==> config.mk <==
export PLATFORM = sky130hd
export DESIGN_NAME = led_chase_pattern_sequencer
export DESIGN_NICKNAME = d
export VERILOG_FILES = /design/src/rtl/core/lcps_pkg.sv /design/src/rtl/core/led_chase_pattern_sequencer.sv /design/src/rtl/core/lcps_mod_unit.sv /design/src/rtl/core/lcps_datapath.sv /design/src/rtl/core/lcps_ctrl.sv
export SDC_FILE = /design/constraint.sdc
export NUM_CORES = 1
export LEC_CHECK = 0
export BUFFER_PORTS_ARGS = -buffer_cell sky130_fd_sc_hd__buf_4
export CAP_MARGIN = 20
export CORE_MARGIN = 2
export CORE_UTILIZATION = 46
export DETAILED_ROUTE_END_ITERATION = 12
export SYNTH_ARGS = -nofsm -noshare
export SYNTH_HDL_FRONTEND = slang
export SYNTH_HIERARCHICAL = 1
export SYNTH_SLANG_ARGS = --single-unit
==> constraint.sdc <==
create_clock -name i_clk -period 6.8 [get_ports i_clk]
set_clock_uncertainty 0.2 [all_clocks]
set_input_delay 0.34 -clock i_clk [delete_from_list [all_inputs] [get_ports i_clk]]
set_output_delay 0.34 -clock i_clk [all_outputs]
set_load 0.01 [all_outputs]
==> src/rtl/core/lcps_pkg.sv <==
// ----------------------------------------------------------------------------
// lcps_pkg
// Shared types, codes and constants of the light chase pattern sequencer.
// ----------------------------------------------------------------------------
package lcps_pkg;

    // default light count
    localparam int NUM_LIGHTS_DEF = 2;

    // register field widths
    localparam int HOLD_W  = 16;
    localparam int BLINK_W = 16;
    localparam int ACCEL_W = 8;
    localparam int TICK_W  = 32;
    localparam int PHASE_W = 3;

    // modulo unit widths: the divisor is wide enough for either period
    localparam int DIV_NUM_W = TICK_W;
    localparam int DIV_DEN_W = BLINK_W;

    // configuration port
    localparam int APB_DATA_W = 32;
    localparam int APB_ADDR_W = 4;
    localparam int REG_IDX_W  = 2;

    localparam logic [REG_IDX_W-1:0] REG_HOLD_TICKS   = 2'd0;
    localparam logic [REG_IDX_W-1:0] REG_BLINK_PERIOD = 2'd1;
    localparam logic [REG_IDX_W-1:0] REG_ACCEL_START  = 2'd2;

    // register reset values
    localparam logic [HOLD_W-1:0]  HOLD_RST  = 16'd100;
    localparam logic [BLINK_W-1:0] BLINK_RST = 16'd10;
    localparam logic [ACCEL_W-1:0] ACCEL_RST = 8'd20;

    // animation phases, the two remaining codes are never entered
    typedef enum logic [PHASE_W-1:0] {
        PH_ALL_ON    = 3'd0,
        PH_SINGLE    = 3'd1,
        PH_PARITY    = 3'd2,
        PH_CHASE     = 3'd3,
        PH_CHASE_OFF = 3'd4,
        PH_INSIDE    = 3'd5
    } t_phase;

    // configuration register values
    typedef struct packed {
        logic [HOLD_W-1:0]  hold_ticks;
        logic [BLINK_W-1:0] blink_period;
        logic [ACCEL_W-1:0] accel_start;
    } t_cfg;

    // controller to datapath commands
    typedef struct packed {
        logic load_run;
        logic div_start;
        logic commit;
    } t_cmd;

    // datapath to controller status
    typedef struct packed {
        logic need_mod;
        logic div_busy;
        logic out_free;
    } t_status;

endpackage

==> src/rtl/core/led_chase_pattern_sequencer.sv <==
// ----------------------------------------------------------------------------
// led_chase_pattern_sequencer
// Six-phase light animation, one result per tick transaction.
// A tick passes plan, an optional modulo and commit before its result is valid.
// One tick at a time; the 32-step modulo unit and a full output register delay the next.
// A finished result waits in the output register while the next tick is taken.
// Reset (synchronous, active low): registers to 100/10/20, phase all-on, idle.
// ----------------------------------------------------------------------------
module led_chase_pattern_sequencer #(
    parameter int NUM_LIGHTS = lcps_pkg::NUM_LIGHTS_DEF
) (
    input  logic                                i_clk,
    input  logic                                i_rst_n,
    // input ticks
    input  logic                                s_axis_tvalid,
    output logic                                s_axis_tready,
    input  logic [7:0]                          s_axis_tdata,   // [0] run
    // results
    output logic                                m_axis_tvalid,
    input  logic                                m_axis_tready,
    output logic [((NUM_LIGHTS + lcps_pkg::PHASE_W + 7) / 8) * 8 - 1:0]
                                                m_axis_tdata,   // lights, phase
    // configuration
    input  logic                                psel,
    input  logic                                penable,
    input  logic                                pwrite,
    input  logic [lcps_pkg::APB_ADDR_W-1:0]     paddr,
    input  logic [lcps_pkg::APB_DATA_W-1:0]     pwdata,
    output logic [lcps_pkg::APB_DATA_W-1:0]     prdata,
    output logic                                pready
);

    localparam int OUT_W = ((NUM_LIGHTS + lcps_pkg::PHASE_W + 7) / 8) * 8;
    localparam int PAD_W = OUT_W - NUM_LIGHTS - lcps_pkg::PHASE_W;

    lcps_pkg::t_cfg    r_cfg;
    lcps_pkg::t_cmd    cmd;
    lcps_pkg::t_status status;
    logic [lcps_pkg::REG_IDX_W-1:0] reg_idx;
    logic                           wr_en;
    logic [NUM_LIGHTS-1:0]          lights;
    logic [lcps_pkg::PHASE_W-1:0]   phase;

    assign reg_idx = paddr[lcps_pkg::REG_IDX_W+1:2];
    assign wr_en   = psel && penable && pwrite;
    assign pready  = 1'b1;

    // register writes
    always_ff @(posedge i_clk) begin
        if (!i_rst_n) begin
            r_cfg.hold_ticks   <= lcps_pkg::HOLD_RST;
            r_cfg.blink_period <= lcps_pkg::BLINK_RST;
            r_cfg.accel_start  <= lcps_pkg::ACCEL_RST;
        end else if (wr_en) begin
            case (reg_idx)
                lcps_pkg::REG_HOLD_TICKS:   r_cfg.hold_ticks   <= pwdata[lcps_pkg::HOLD_W-1:0];
                lcps_pkg::REG_BLINK_PERIOD: r_cfg.blink_period <= pwdata[lcps_pkg::BLINK_W-1:0];
                lcps_pkg::REG_ACCEL_START:  r_cfg.accel_start  <= pwdata[lcps_pkg::ACCEL_W-1:0];
                default: ;
            endcase
        end
    end

    // register reads
    always_comb begin
        case (reg_idx)
            lcps_pkg::REG_HOLD_TICKS:
                prdata = lcps_pkg::APB_DATA_W'(r_cfg.hold_ticks);
            lcps_pkg::REG_BLINK_PERIOD:
                prdata = lcps_pkg::APB_DATA_W'(r_cfg.blink_period);
            lcps_pkg::REG_ACCEL_START:
                prdata = lcps_pkg::APB_DATA_W'(r_cfg.accel_start);
            default:
                prdata = '0;
        endcase
    end

    // tick sequencer
    lcps_ctrl u_ctrl (
        .i_clk      (i_clk),
        .i_rst_n    (i_rst_n),
        .i_in_valid (s_axis_tvalid),
        .i_status   (status),
        .o_in_ready (s_axis_tready),
        .o_cmd      (cmd)
    );

    // state, patterns and result register
    lcps_datapath #(
        .NUM_LIGHTS (NUM_LIGHTS)
    ) u_dp (
        .i_clk       (i_clk),
        .i_rst_n     (i_rst_n),
        .i_cmd       (cmd),
        .i_cfg       (r_cfg),
        .i_run       (s_axis_tdata[0]),
        .i_out_ready (m_axis_tready),
        .o_status    (status),
        .o_out_valid (m_axis_tvalid),
        .o_lights    (lights),
        .o_phase     (phase)
    );

    assign m_axis_tdata = {{PAD_W{1'b0}}, phase, lights};

    // one tick at a time
    assert property (@(posedge i_clk) disable iff (!i_rst_n)
        (s_axis_tvalid && s_axis_tready) |=> !s_axis_tready)
        else $error("tick accepted while the previous one is in flight");

    // modulo only started when a step needs it and it is idle
    assert property (@(posedge i_clk) disable iff (!i_rst_n)
        cmd.div_start |-> (status.need_mod && !status.div_busy))
        else $error("modulo started without need or while busy");

    // a commit never overwrites a waiting result
    assert property (@(posedge i_clk) disable iff (!i_rst_n)
        cmd.commit |-> (!m_axis_tvalid || m_axis_tready))
        else $error("result overwritten before it was taken");

    // commit only after the modulo has finished
    assert property (@(posedge i_clk) disable iff (!i_rst_n)
        cmd.commit |-> !status.div_busy)
        else $error("commit while modulo in progress");

endmodule

==> src/rtl/core/lcps_mod_unit.sv <==
// ----------------------------------------------------------------------------
// lcps_mod_unit
// Restoring modulo unit, one dividend bit per cycle, reports a zero remainder.
// ----------------------------------------------------------------------------
module lcps_mod_unit (
    input  logic                               i_clk,
    input  logic                               i_rst_n,
    input  logic                               i_start,
    input  logic [lcps_pkg::DIV_NUM_W-1:0]     i_dividend,
    input  logic [lcps_pkg::DIV_DEN_W-1:0]     i_divisor,
    output logic                               o_busy,
    output logic                               o_zero
);

    localparam int NUM_W = lcps_pkg::DIV_NUM_W;
    localparam int DEN_W = lcps_pkg::DIV_DEN_W;
    localparam int CNT_W = $clog2(NUM_W);

    logic [NUM_W-1:0] r_num, n_num;
    logic [DEN_W-1:0] r_den, n_den;
    logic [DEN_W-1:0] r_rem, n_rem;
    logic [CNT_W-1:0] r_cnt, n_cnt;
    logic             r_busy, n_busy;
    logic [DEN_W:0]   trial;

    // one shift and trial subtract per cycle
    always_comb begin
        n_num  = r_num;
        n_den  = r_den;
        n_rem  = r_rem;
        n_cnt  = r_cnt;
        n_busy = r_busy;
        trial  = {r_rem, r_num[NUM_W-1]};
        if (i_start) begin
            n_num  = i_dividend;
            n_den  = i_divisor;
            n_rem  = '0;
            n_cnt  = '0;
            n_busy = 1'b1;
        end else if (r_busy) begin
            if (trial >= {1'b0, r_den}) begin
                n_rem = DEN_W'(trial - {1'b0, r_den});
            end else begin
                n_rem = trial[DEN_W-1:0];
            end
            n_num = {r_num[NUM_W-2:0], 1'b0};
            n_cnt = r_cnt + 1'b1;
            if (r_cnt == CNT_W'(NUM_W - 1)) begin
                n_busy = 1'b0;
            end
        end
    end

    always_ff @(posedge i_clk) begin
        if (!i_rst_n) begin
            r_busy <= 1'b0;
            r_cnt  <= '0;
        end else begin
            r_busy <= n_busy;
            r_cnt  <= n_cnt;
        end
        r_num <= n_num;
        r_den <= n_den;
        r_rem <= n_rem;
    end

    assign o_busy = r_busy;
    assign o_zero = (r_rem == '0);

endmodule

==> src/rtl/core/lcps_datapath.sv <==
// ----------------------------------------------------------------------------
// lcps_datapath
// Animation state, pattern generation and the result register.
// ----------------------------------------------------------------------------
module lcps_datapath #(
    parameter int NUM_LIGHTS = lcps_pkg::NUM_LIGHTS_DEF
) (
    input  logic                            i_clk,
    input  logic                            i_rst_n,
    input  lcps_pkg::t_cmd                  i_cmd,
    input  lcps_pkg::t_cfg                  i_cfg,
    input  logic                            i_run,
    input  logic                            i_out_ready,
    output lcps_pkg::t_status               o_status,
    output logic                            o_out_valid,
    output logic [NUM_LIGHTS-1:0]           o_lights,
    output logic [lcps_pkg::PHASE_W-1:0]    o_phase
);

    localparam int LOG_N = $clog2(NUM_LIGHTS);
    // r_pos also holds the value two in the parity phase
    localparam int POS_W = (LOG_N < 2) ? 2 : LOG_N;
    localparam int TICK_W = lcps_pkg::TICK_W;
    localparam int ACCEL_W = lcps_pkg::ACCEL_W;
    localparam logic [POS_W-1:0] LAST_POS   = POS_W'(NUM_LIGHTS - 1);
    localparam logic [POS_W-1:0] HALF_POS   = POS_W'(NUM_LIGHTS / 2);
    localparam logic [POS_W-1:0] INNER_LAST = POS_W'(NUM_LIGHTS / 2 - 1);
    localparam logic [POS_W-1:0] PARITY_END = POS_W'(2);

    lcps_pkg::t_phase       r_phase, n_phase;
    logic [TICK_W-1:0]      r_tick, n_tick;
    logic [POS_W-1:0]       r_pos, n_pos;
    logic                   r_level, n_level;
    logic [ACCEL_W-1:0]     r_ival, n_ival;
    logic                   r_run;
    logic                   r_out_valid, n_out_valid;
    logic [NUM_LIGHTS-1:0]  r_out_lights;
    logic [lcps_pkg::PHASE_W-1:0] r_out_phase;

    logic [NUM_LIGHTS-1:0]  lights;
    logic [lcps_pkg::PHASE_W-1:0] shown;
    logic                   is_chase;
    logic                   below_hold;
    logic                   need_mod;
    logic [TICK_W-1:0]      tick_inc;
    logic [POS_W-1:0]       mirror;
    logic [lcps_pkg::DIV_DEN_W-1:0] divisor;
    logic                   div_busy;
    logic                   div_zero;

    assign tick_inc   = r_tick + 1'b1;
    assign below_hold = (r_tick < {{(TICK_W - lcps_pkg::HOLD_W){1'b0}}, i_cfg.hold_ticks});
    assign is_chase   = r_phase inside {lcps_pkg::PH_CHASE, lcps_pkg::PH_CHASE_OFF,
                                        lcps_pkg::PH_INSIDE};
    assign divisor    = is_chase ?
                        {{(lcps_pkg::DIV_DEN_W - ACCEL_W){1'b0}}, r_ival} :
                        i_cfg.blink_period;
    assign mirror     = LAST_POS - r_pos;

    // a modulo is needed by the blink toggle and by the chase step
    always_comb begin
        need_mod = 1'b0;
        if (r_run) begin
            case (r_phase)
                lcps_pkg::PH_SINGLE,
                lcps_pkg::PH_PARITY:    need_mod = below_hold &&
                                                   (i_cfg.blink_period != '0);
                lcps_pkg::PH_CHASE,
                lcps_pkg::PH_CHASE_OFF,
                lcps_pkg::PH_INSIDE:    need_mod = (r_ival != '0);
                default:                need_mod = 1'b0;
            endcase
        end
    end

    // tick-count modulo unit
    lcps_mod_unit u_mod (
        .i_clk      (i_clk),
        .i_rst_n    (i_rst_n),
        .i_start    (i_cmd.div_start),
        .i_dividend (tick_inc),
        .i_divisor  (divisor),
        .o_busy     (div_busy),
        .o_zero     (div_zero)
    );

    // light pattern from the current state
    always_comb begin
        lights = '0;
        shown  = '0;
        if (r_run) begin
            shown = r_phase;
            for (int i = 0; i < NUM_LIGHTS; i++) begin
                case (r_phase)
                    lcps_pkg::PH_ALL_ON:    lights[i] = 1'b1;
                    lcps_pkg::PH_SINGLE:    lights[i] = (POS_W'(i) == r_pos) ? r_level : 1'b1;
                    lcps_pkg::PH_PARITY:    lights[i] = (POS_W'(i % 2) == r_pos) ?
                                                        r_level : 1'b1;
                    lcps_pkg::PH_CHASE:     lights[i] = (POS_W'(i) != r_pos);
                    lcps_pkg::PH_CHASE_OFF: lights[i] = (POS_W'(i) == r_pos);
                    lcps_pkg::PH_INSIDE:    lights[i] = (r_pos < HALF_POS) &&
                                                        ((POS_W'(i) == r_pos) ||
                                                         (POS_W'(i) == mirror));
                    default:                lights[i] = 1'b0;
                endcase
            end
        end
    end

    // state update on commit
    always_comb begin
        n_phase = r_phase;
        n_tick  = r_tick;
        n_pos   = r_pos;
        n_level = r_level;
        n_ival  = r_ival;
        if (i_cmd.commit) begin
            if (!r_run) begin
                n_phase = lcps_pkg::PH_ALL_ON;
                n_tick  = '0;
                n_pos   = '0;
                n_level = 1'b0;
                n_ival  = i_cfg.accel_start;
            end else begin
                case (r_phase)
                    lcps_pkg::PH_ALL_ON: begin
                        if (below_hold) begin
                            n_tick = tick_inc;
                        end else begin
                            n_tick  = '0;
                            n_level = 1'b0;
                            n_phase = lcps_pkg::PH_SINGLE;
                        end
                    end
                    lcps_pkg::PH_SINGLE,
                    lcps_pkg::PH_PARITY: begin
                        if (below_hold) begin
                            n_tick = tick_inc;
                            if (need_mod && div_zero) begin
                                n_level = ~r_level;
                            end
                        end else begin
                            n_tick  = '0;
                            n_level = 1'b0;
                            if (r_pos < ((r_phase == lcps_pkg::PH_SINGLE) ?
                                         LAST_POS : PARITY_END)) begin
                                n_pos = r_pos + 1'b1;
                            end else begin
                                n_pos   = '0;
                                n_phase = (r_phase == lcps_pkg::PH_SINGLE) ?
                                          lcps_pkg::PH_PARITY : lcps_pkg::PH_CHASE;
                            end
                        end
                    end
                    lcps_pkg::PH_CHASE,
                    lcps_pkg::PH_CHASE_OFF,
                    lcps_pkg::PH_INSIDE: begin
                        if (r_ival != '0) begin
                            n_tick = tick_inc;
                            if (div_zero) begin
                                if (r_pos < ((r_phase == lcps_pkg::PH_INSIDE) ?
                                             INNER_LAST : LAST_POS)) begin
                                    n_pos = r_pos + 1'b1;
                                end else begin
                                    n_pos  = '0;
                                    n_ival = r_ival - 1'b1;
                                end
                            end
                        end else begin
                            n_tick  = '0;
                            n_pos   = '0;
                            n_level = 1'b0;
                            n_ival  = i_cfg.accel_start;
                            case (r_phase)
                                lcps_pkg::PH_CHASE:     n_phase = lcps_pkg::PH_CHASE_OFF;
                                lcps_pkg::PH_CHASE_OFF: n_phase = lcps_pkg::PH_INSIDE;
                                default:                n_phase = lcps_pkg::PH_ALL_ON;
                            endcase
                        end
                    end
                    default: begin
                        n_phase = lcps_pkg::PH_ALL_ON;
                        n_tick  = '0;
                        n_pos   = '0;
                        n_level = 1'b0;
                        n_ival  = i_cfg.accel_start;
                    end
                endcase
            end
        end
    end

    // result register handshake
    always_comb begin
        n_out_valid = r_out_valid;
        if (i_out_ready) begin
            n_out_valid = 1'b0;
        end
        if (i_cmd.commit) begin
            n_out_valid = 1'b1;
        end
    end

    always_ff @(posedge i_clk) begin
        if (!i_rst_n) begin
            r_phase     <= lcps_pkg::PH_ALL_ON;
            r_tick      <= '0;
            r_pos       <= '0;
            r_level     <= 1'b0;
            r_ival      <= lcps_pkg::ACCEL_RST;
            r_out_valid <= 1'b0;
        end else begin
            r_phase     <= n_phase;
            r_tick      <= n_tick;
            r_pos       <= n_pos;
            r_level     <= n_level;
            r_ival      <= n_ival;
            r_out_valid <= n_out_valid;
        end
        if (i_cmd.load_run) begin
            r_run <= i_run;
        end
        if (i_cmd.commit) begin
            r_out_lights <= lights;
            r_out_phase  <= shown;
        end
    end

    assign o_status.need_mod = need_mod;
    assign o_status.div_busy = div_busy;
    assign o_status.out_free = !r_out_valid || i_out_ready;
    assign o_out_valid       = r_out_valid;
    assign o_lights          = r_out_lights;
    assign o_phase           = r_out_phase;

endmodule

==> src/rtl/core/lcps_ctrl.sv <==
// ----------------------------------------------------------------------------
// lcps_ctrl
// Sequencer for one tick: take the transaction, run the modulo when needed, commit.
// ----------------------------------------------------------------------------
module lcps_ctrl (
    input  logic                i_clk,
    input  logic                i_rst_n,
    input  logic                i_in_valid,
    input  lcps_pkg::t_status   i_status,
    output logic                o_in_ready,
    output lcps_pkg::t_cmd      o_cmd
);

    typedef enum logic [3:0] {
        S_IDLE   = 4'b0001,
        S_PLAN   = 4'b0010,
        S_DIV    = 4'b0100,
        S_COMMIT = 4'b1000
    } t_state;

    t_state r_state, n_state;

    // next state and commands
    always_comb begin
        n_state         = r_state;
        o_in_ready      = 1'b0;
        o_cmd.load_run  = 1'b0;
        o_cmd.div_start = 1'b0;
        o_cmd.commit    = 1'b0;
        case (r_state)
            S_IDLE: begin
                o_in_ready = 1'b1;
                if (i_in_valid) begin
                    o_cmd.load_run = 1'b1;
                    n_state        = S_PLAN;
                end
            end
            S_PLAN: begin
                if (i_status.need_mod) begin
                    o_cmd.div_start = 1'b1;
                    n_state         = S_DIV;
                end else begin
                    n_state = S_COMMIT;
                end
            end
            S_DIV: begin
                if (!i_status.div_busy) begin
                    n_state = S_COMMIT;
                end
            end
            S_COMMIT: begin
                if (i_status.out_free) begin
                    o_cmd.commit = 1'b1;
                    n_state      = S_IDLE;
                end
            end
            default: n_state = S_IDLE;
        endcase
    end

    always_ff @(posedge i_clk) begin
        if (!i_rst_n) begin
            r_state <= S_IDLE;
        end else begin
            r_state <= n_state;
        end
    end

endmodule

After elaboration in Yosys (flattened, before gate mapping)
Index checks and enable logic that the tools add are counted.

operators by class
  muxes and demuxes = 60
  $lt $le $gt $ge = 5
  reduce and logical (&&, ||, !) cells = 33
  eq/ne operators = 27
  bitwise logic cells = 2
  add/sub/neg operators = 6

operator list
  cell                                           number
  two-way mux 32 bit                             5
  case mux 32 bit (2 select lines)               1
  case mux 16 bit (3 select lines)               1
  two-way mux 8 bit                              5
  adder 32 x 1 -> 32 bit, second input constant  1
  less-than comparator 32 x 16 -> 1 bit          1
  two-way mux 1 bit                              22
  greater-or-equal comparator 17 x 16 -> 1 bit   1
  zero test 16 bit                               1
  two-way mux 16 bit                             1
  two-way mux 4 bit                              4
  case mux 4 bit (4 select lines)                1
  case mux 8 bit (2 select lines)                1
  nonzero test 16 bit                            1
  subtractor 16 bit                              1
  two-way mux 3 bit                              5
  two-way mux 2 bit                              7
  inequality test 3 bit, second input constant   4
  inequality test 4 bit, second input constant   3
  AND reduction 4 bit                            3
  inequality test 2 bit, second input constant   5
  case mux 1 bit (5 select lines)                2
  case mux 3 bit (3 select lines)                1
  nonzero test 8 bit                             1
  other kinds (35)                               55

storage, ports and cells
  bits in registers = 167
  logic and storage cells = 152
  output and inout bits = 43

Logic depth before layout (Yosys ltp)
Gate-level depths: netlist of run 1.

  word-level depth = 9
  gate-level depth with buffers = 18
  gate-level depth less buffers = 15

Modules after synthesis
The synthesis of run 1 kept the hierarchy.

by module, submodules not included
  module                       instances  area each (um^2)  cells each  seq. area each (um^2)
  lcps_datapath                1          3,986.3           532         1,121.1
  lcps_mod_unit                1          3,971.3           363         1,881.8
  led_chase_pattern_sequencer  1          2,043.2           228         800.8
  lcps_ctrl                    1          260.2             31          80.1

Worst setup path after synthesis of run 1
OpenSTA, ideal clock, no wires.

  kind = register to register
  start = reg r_cfg[37] (netlist name)
  end = reg u_dp.u_mod.r_num[0], enable pin
  path slack = 1,353 ps
  cell stages (with the launch flop) = 16
  arrival = 4,860 ps
  data required time = 6,213 ps
  cells stage by stage = dfxtp_1 inv_1 ha_1 a211oi_1 o211ai_1 or2_2 a211oi_1 nor2_1 o21ai_0 o311a_1 buf_4 nand2_1 nor4_1 buf_6 nor2_1 inv_1

RTL lines
  item                  RTL line                           RTL
  from (decl)           led_chase_pattern_sequencer.sv:36  lcps_pkg::t_cfg r_cfg;
  to (signal assigned)  lcps_mod_unit.sv:62                r_num <= n_num;
  to (decl)             lcps_mod_unit.sv:19                logic [NUM_W-1:0] r_num, n_num;

==> impl_metrics.toml, run 1 <==
[cts]
htree_levels = 4
post_cts_buffers = 0
cts_buffer_depth = 2
clk_latency_ns = 0.44
cts_sinks = 167
ctsRootBufferMaster = "clkbuf_16"
cts_made_buffers = 17
clk_pin_slew_ns = 0.08
cts_tree = "done"

[critical_path]
startpoint_type = "flop"
cp-end-kind = "flop"
timing.critical_path.buf_inv = 1
cp.depth = 15
worst-setup-path-type = "flop to flop"
cp_top_family = "compound AO/OA/AOI/OAI gates"
crit_chain = "ha_1 -> a21o_1 -> a21oi_1 -> o211ai_1 -> a211oi_1 -> nor2_1 -> o21ai_0 -> o311a_1 -> nand2_1 -> nor4_2 -> buf_4 -> nor2b_1 -> nand2_1 -> o31ai_1 -> a31o_2"
cp_slowest_cell = "buf_4"
worstPathRequired_ns = 6.93
reg2reg_depth = 15
cp_common_cell = "nand2_1"
slowest_delay_ns = 0.67
cp.arrival_ns = 4.67
path_max_fanout = 60

[global_route]
grt_pass1_vias = 7598
grt_max_degree = 78
track_usage_pct = 20.26
antenna_found_initial = 0
grt_pass1_wl_um = 39140
grt_overflow = 0

[final_layout]
drive_gt1_share_pct = 12.84
diodes = 0
final_util_pct = 51.69
nets = 1263
finalInstanceArea_um2 = 11310
seq_area_um2 = 3884
area_delta_synth_final_pct = 10.27
multi_input_area_um2 = 5697
fill_cells = 2069

[power]
combPwrFrac_pct = 4.5
p_sw_mw = 0.5319
seqPwrFrac_pct = 48.7
powerDensity_nw_per_um2 = 188.0
internal-power_mw = 1.595
clock_power_share_pct = 46.8
ir_worst_vdd_mv = 0.1494
switching_share_pct = 25.01
leakage_nw = 4.492

[outcome]
outcome = "completed"

[logic_synthesis]
synthCells = 1154
synthTopCellsByArea = "dfxtp_1, edfxtp_1, nand2_1"
syn-cell-area_um2 = 10260
ys_top_cells_by_count = "nand2_1, dfxtp_1, mux2i_1, inv_1, nor2_1"
yosysWarnings = 6
ys.flop_type = "dfxtp_1"
synth_largest_area_cell = "dfxtp_1"
seq_area_frac_synth_pct = 37.85
synth-edff-count = 54
synth-async-reset-ratio_pct = 0
synth_top_area_share_pct = 22.05
avgSynthCellArea_um2 = 8.892
synth.distinct_cells = 81
yosysMostFrequentCell = "nand2_1"
ys_ff_latch = 167

[floorplanning]
die_y_um = 153.4
initial_core_util_pct = 46.87
die_w_um = 153.4
rows = 54
io_pins = 94
core_um2 = 21890
dieArea_um2 = 23520

[timing]
tightest_slew_ns = 1.054
relSlewSlack_pct = 29.30
rsz0062_at_grt = "no"
timing.final.crit_share_pct = 66.78
setup_viol = 0
final_max_slew_viol_count = 0
period_needed_ns = 4.541
hold_viol = 0
fin_ws_ns = 2.259
fmax_mhz = 220.2
setup_tns_ns = 0

[drt]
vias = 8200
avgViaCountPerCell = 5.601
wl_per_cell_um = 16.38
drtAntennaViolNets = 0
drtPass1Iterations = 5
wl_um = 23990
drc = 0
drtIter0Drc = 509

[placed_design]
gp_congestion = 0.8312
place_worst_setup_slack_ns = 2.331
numPortBuffers = 48
place_area_um2 = 10550
dp_hpwl_um = 16620

[run]
maxCapViolCount = 0

[hold_path]
min_path_cells = 3
min_path_type = "input pin to flop"
## routing by layer
metal  GRT usage, %  up-vias  part of all wire (%)  wire length (um)
li1               -     4121                     -                 -
met3          3.572       18                   4.0               951
met1          28.83     3904                    49             11810
met2          31.87      157                    45             10870
met5              0        -                     0                 0
met4          5.330        0                   1.5               353
## sequential cells by signal, indices dropped and copies added (netlist names), 4 cells and up
name	flops
u_dp/u_mod/r_num	32
u_ctrl/r_state	4
u_dp/r_ival	8
u_dp/u_mod/r_cnt	5
u_dp/r_tick	32
u_dp/u_mod/r_den	16
u_dp/u_mod/r_rem	16
r_cfg	40
## logic make-up after synthesis
logic type,count (synthesis),synth area share [%]
simple gates,448,22.12
compound gates,214,14.45
flops,167,37.85
buf+inv,147,7.414
mux,92,9.353
xor+xnor,43,3.670
fa+ha+maj,41,5.073
other cells,2,0.07319
## layout make-up
| type | instances | share of cell area (%) |
|---|---|---|
| inverters | 57 | 1.891 |
| flip-flops and latches | 167 | 34.32 |
| well taps | 280 | 3.096 |
| clock inverters | 13 | 1.261 |
| multi-input cells | 858 | 50.35 |
| clock buffers | 19 | 4.103 |
| repair buffers | 70 | 4.976 |
## power by group through the flow
stage / clock (mW) / combinational (mW) / sequential [mW]
floorplan: 0 / 0.0680 / 1.05
global placement: 0 / 0.0875 / 1.06
detailed placement: 0 / 0.0880 / 1.06
CTS: 1.02 / 0.0952 / 1.04
global route: 1.06 / 0.104 / 1.04
finish: 0.995 / 0.0950 / 1.04
## through the flow
stage	cells	power (mW)	hold WS (ns)
after floorplan	1172	1.122	0.2389
after global routing	1464	2.201	0.03862
after global placement	1416	1.147	0.2600
after detailed placement	1416	1.147	0.2644
after CTS	1463	2.150	0.001924
final	1464	2.127	0.02393
## worst register-to-register path, cell delays in order, from the launching register on
cell and delay, ns:
dfxtp_1 0.53, ha_1 0.31, a21o_1 0.18, a21oi_1 0.20
o211ai_1 0.21, a211oi_1 0.39, nor2_1 0.17, o21ai_0 0.21
o311a_1 0.29, nand2_1 0.09, nor4_2 0.19, buf_4 0.67
nor2b_1 0.33, nand2_1 0.15, o31ai_1 0.07, a31o_2 0.24
## cell usage in the layout (no fill, tap or decap), types with 18 or more instances in the layout
cell type and n:
dfxtp_1 113, clkbuf_16 18, nor2_1 56, nor3_1 19, a21boi_0 19, inv_1 56, conb_1 20, xnor2_1 27
and3_1 27, nor2b_1 23, edfxtp_1 54, mux2_2 31, a21oi_1 37, ha_1 40, buf_4 55, nand2_1 163
nand3_1 51, o21ai_0 46, mux2i_1 61
## what timing repair did
| action | CTS | global route |
|---|---|---|
| resized for setup | 0 | 0 |
| endpoints found under the hold margin | 33 | 0 |
| hold buffers | 15 | 0 |
## path summary, 6_finish.rpt
kind,end,slack [ns],from
worst min-delay path,r_cfg[8]$_SDFFE_PN0P_,0.02,pwdata[0]
worst max register to register,u_dp/u_mod/r_rem[15]$_SDFFE_PP0P_,2.26,u_dp/r_tick[6]$_SDFFE_PN0P_
worst min register to register,r_cfg[37]$_SDFFE_PN0P_,0.28,r_cfg[37]$_SDFFE_PN0P_
worst max-delay path,u_dp/u_mod/r_rem[15]$_SDFFE_PP0P_,2.26,u_dp/r_tick[6]$_SDFFE_PN0P_
Power figures use the tool's default switching activity.
==> run 2: changes to the inputs <==
- PLACE_DENSITY: not set -> 0.67
- clock period: 6.8 -> 3.9 ns (I/O delays scaled with it)
==> run 2 against run 1 <==
Compared with the run above: combinational power is 88% higher; setup slack worse by 2.0 ns; routed wire length is 1.7% higher; clock-buffer cell count stayed put; register-to-register slack worse by 2.0 ns; via count is 2.4% higher; sequential share of layout area is 0.74 points lower; sequential cell count stayed put; maximum frequency is 24% higher; clock power is 74% higher; highest routed layer unchanged.
==> impl_metrics.toml, run 2 (synthesized netlist as in run 1, its figures left out) <==
[drt]
drtAntennaViolNets = 0
wl_um = 24400
drc = 0
wl_per_cell_um = 16.43
avgViaCountPerCell = 5.652
drtPass1Iterations = 6
vias = 8393
drtIter0Drc = 640

[critical_path]
cp-end-kind = "flop"
worstPathRequired_ns = 3.89
cp.arrival_ns = 3.66
startpoint_type = "flop"
path_max_fanout = 32
worst-setup-path-type = "flop to flop"

[floorplanning]
rows = 54
die_w_um = 153.4
die_y_um = 153.4
dieArea_um2 = 23520
io_pins = 94
initial_core_util_pct = 46.87
core_um2 = 21890

[power]
clock_power_share_pct = 46.6
ir_worst_vdd_mv = 0.2662
p_sw_mw = 0.9340
powerDensity_nw_per_um2 = 321.3
seqPwrFrac_pct = 48.5
combPwrFrac_pct = 4.8
switching_share_pct = 25.13
leakage_nw = 4.586
internal-power_mw = 2.783

[cts]
cts_sinks = 167
clk_latency_ns = 0.44
ctsRootBufferMaster = "clkbuf_16"
htree_levels = 4
clk_pin_slew_ns = 0.08
cts_made_buffers = 17
cts_tree = "done"
cts_buffer_depth = 2

[timing]
setup_viol = 0
hold_viol = 0
final_max_slew_viol_count = 0
fin_ws_ns = 0.2330
rsz0062_at_grt = "no"
fmax_mhz = 272.7
relSlewSlack_pct = 34.80
tightest_slew_ns = 0.9749
setup_tns_ns = 0
period_needed_ns = 3.667
timing.final.crit_share_pct = 94.02

[global_route]
track_usage_pct = 20.59
grt_max_degree = 76
grt_pass1_vias = 7767
grt_pass1_wl_um = 39780
grt_overflow = 0
antenna_found_initial = 0

[final_layout]
final_common_cell = "nand2_1"
final_cells = 1485
area_delta_synth_final_pct = 12.73
mostFrequentLayoutCells = "nand2_1, dfxtp_1, buf_4"
largest_reg_flops = 40
largestRegisters = "r_cfg (40), u_dp/r_tick (32), u_dp/u_mod/r_num (32)"
diodes = 0
nets = 1284
drive_gt1_share_pct = 14.44
fill_cells = 2044
regMostFlops = "r_cfg"

[run]
maxCapViolCount = 0

[outcome]
outcome = "completed"

[placed_design]
numPortBuffers = 48
dp_cells = 1431
gp_congestion = 0.8437
place_worst_setup_slack_ns = 0.1900
dp_hpwl_um = 16970

[hold_path]
min_path_type = "input pin to flop"
[run 2: worst paths after layout]
check / slack, ns / startpoint / end / cells after the start
max reg2reg: 0.23 / r_cfg[30]$_SDFFE_PN1P_ / u_dp/u_mod/r_num[17]$_DFFE_PP_ / 14
max: 0.23 / r_cfg[30]$_SDFFE_PN1P_ / u_dp/u_mod/r_num[17]$_DFFE_PP_ / 14
min reg2reg: 0.28 / r_cfg[38]$_SDFFE_PN0P_ / r_cfg[38]$_SDFFE_PN0P_ / 2
min: 0.04 / psel / r_cfg[29]$_SDFFE_PN1P_ / 4
[run 2: per-stage QoR]
stage	power (mW)	hold slack [ns]	util, %	cell area [um^2]
6_report	3.717	0.03788	52.84	11570
5_1_grt	3.825	0.05224	52.84	11570
4_1_cts	3.749	0.02634	52.80	11560
3_5_place_dp	2.005	0.1762	49.05	10740
3_3_place_gp	2.003	0.1764	49.05	10740
2_1_floorplan	1.958	0.09387	-	10410
[run 2: per-layer routing]
| layer | track usage [%] | routed length (um) |
|---|---|---|
| met4 | 6.335 | 363 |
| met5 | 0 | 0 |
| met1 | 28.64 | 11920 |
| met2 | 33.14 | 11160 |
| met3 | 3.119 | 951 |
[run 2: critical path: stages, from the launching register on]
cell      delay, ns
dfxtp_1        0.35
inv_1          0.06
ha_1           0.30
a21o_1         0.18
a21oi_1        0.21
o211ai_1       0.23
a211oi_2       0.34
nor2_2         0.11
o21ai_1        0.16
o311a_1        0.26
nand2_1        0.11
nor4_4         0.17
buf_4          0.16
buf_12         0.18
mux2_2         0.36
[run 2: layout make-up]
class | instances | area, um^2 | area share (%)
clock inverter | 13 | 147.6 | 1.276
timing repair buffer | 91 | 760.7 | 6.577
sequential | 167 | 3885 | 33.59
tap | 280 | 350.3 | 3.029
inverter | 57 | 217.7 | 1.882
multi-input combinational | 858 | 5742 | 49.64
clock buffer | 19 | 464.2 | 4.013
[run 2: timing repair]
item	4_1_cts	5_1_grt
endpoints found under the hold margin	46	0
buffers inserted	0	1
gates resized for setup	0	1
hold buffers	21	0
endpoints found under the setup margin	0	80
[run 2: power by group through the flow]
stage	logic, mW	registers, mW	clock network, mW
after global routing	0.194	1.81	1.83
after floorplan	0.119	1.84	0
after detailed placement	0.161	1.84	0
after global placement	0.159	1.84	0
final	0.179	1.80	1.73
after CTS	0.178	1.80	1.77
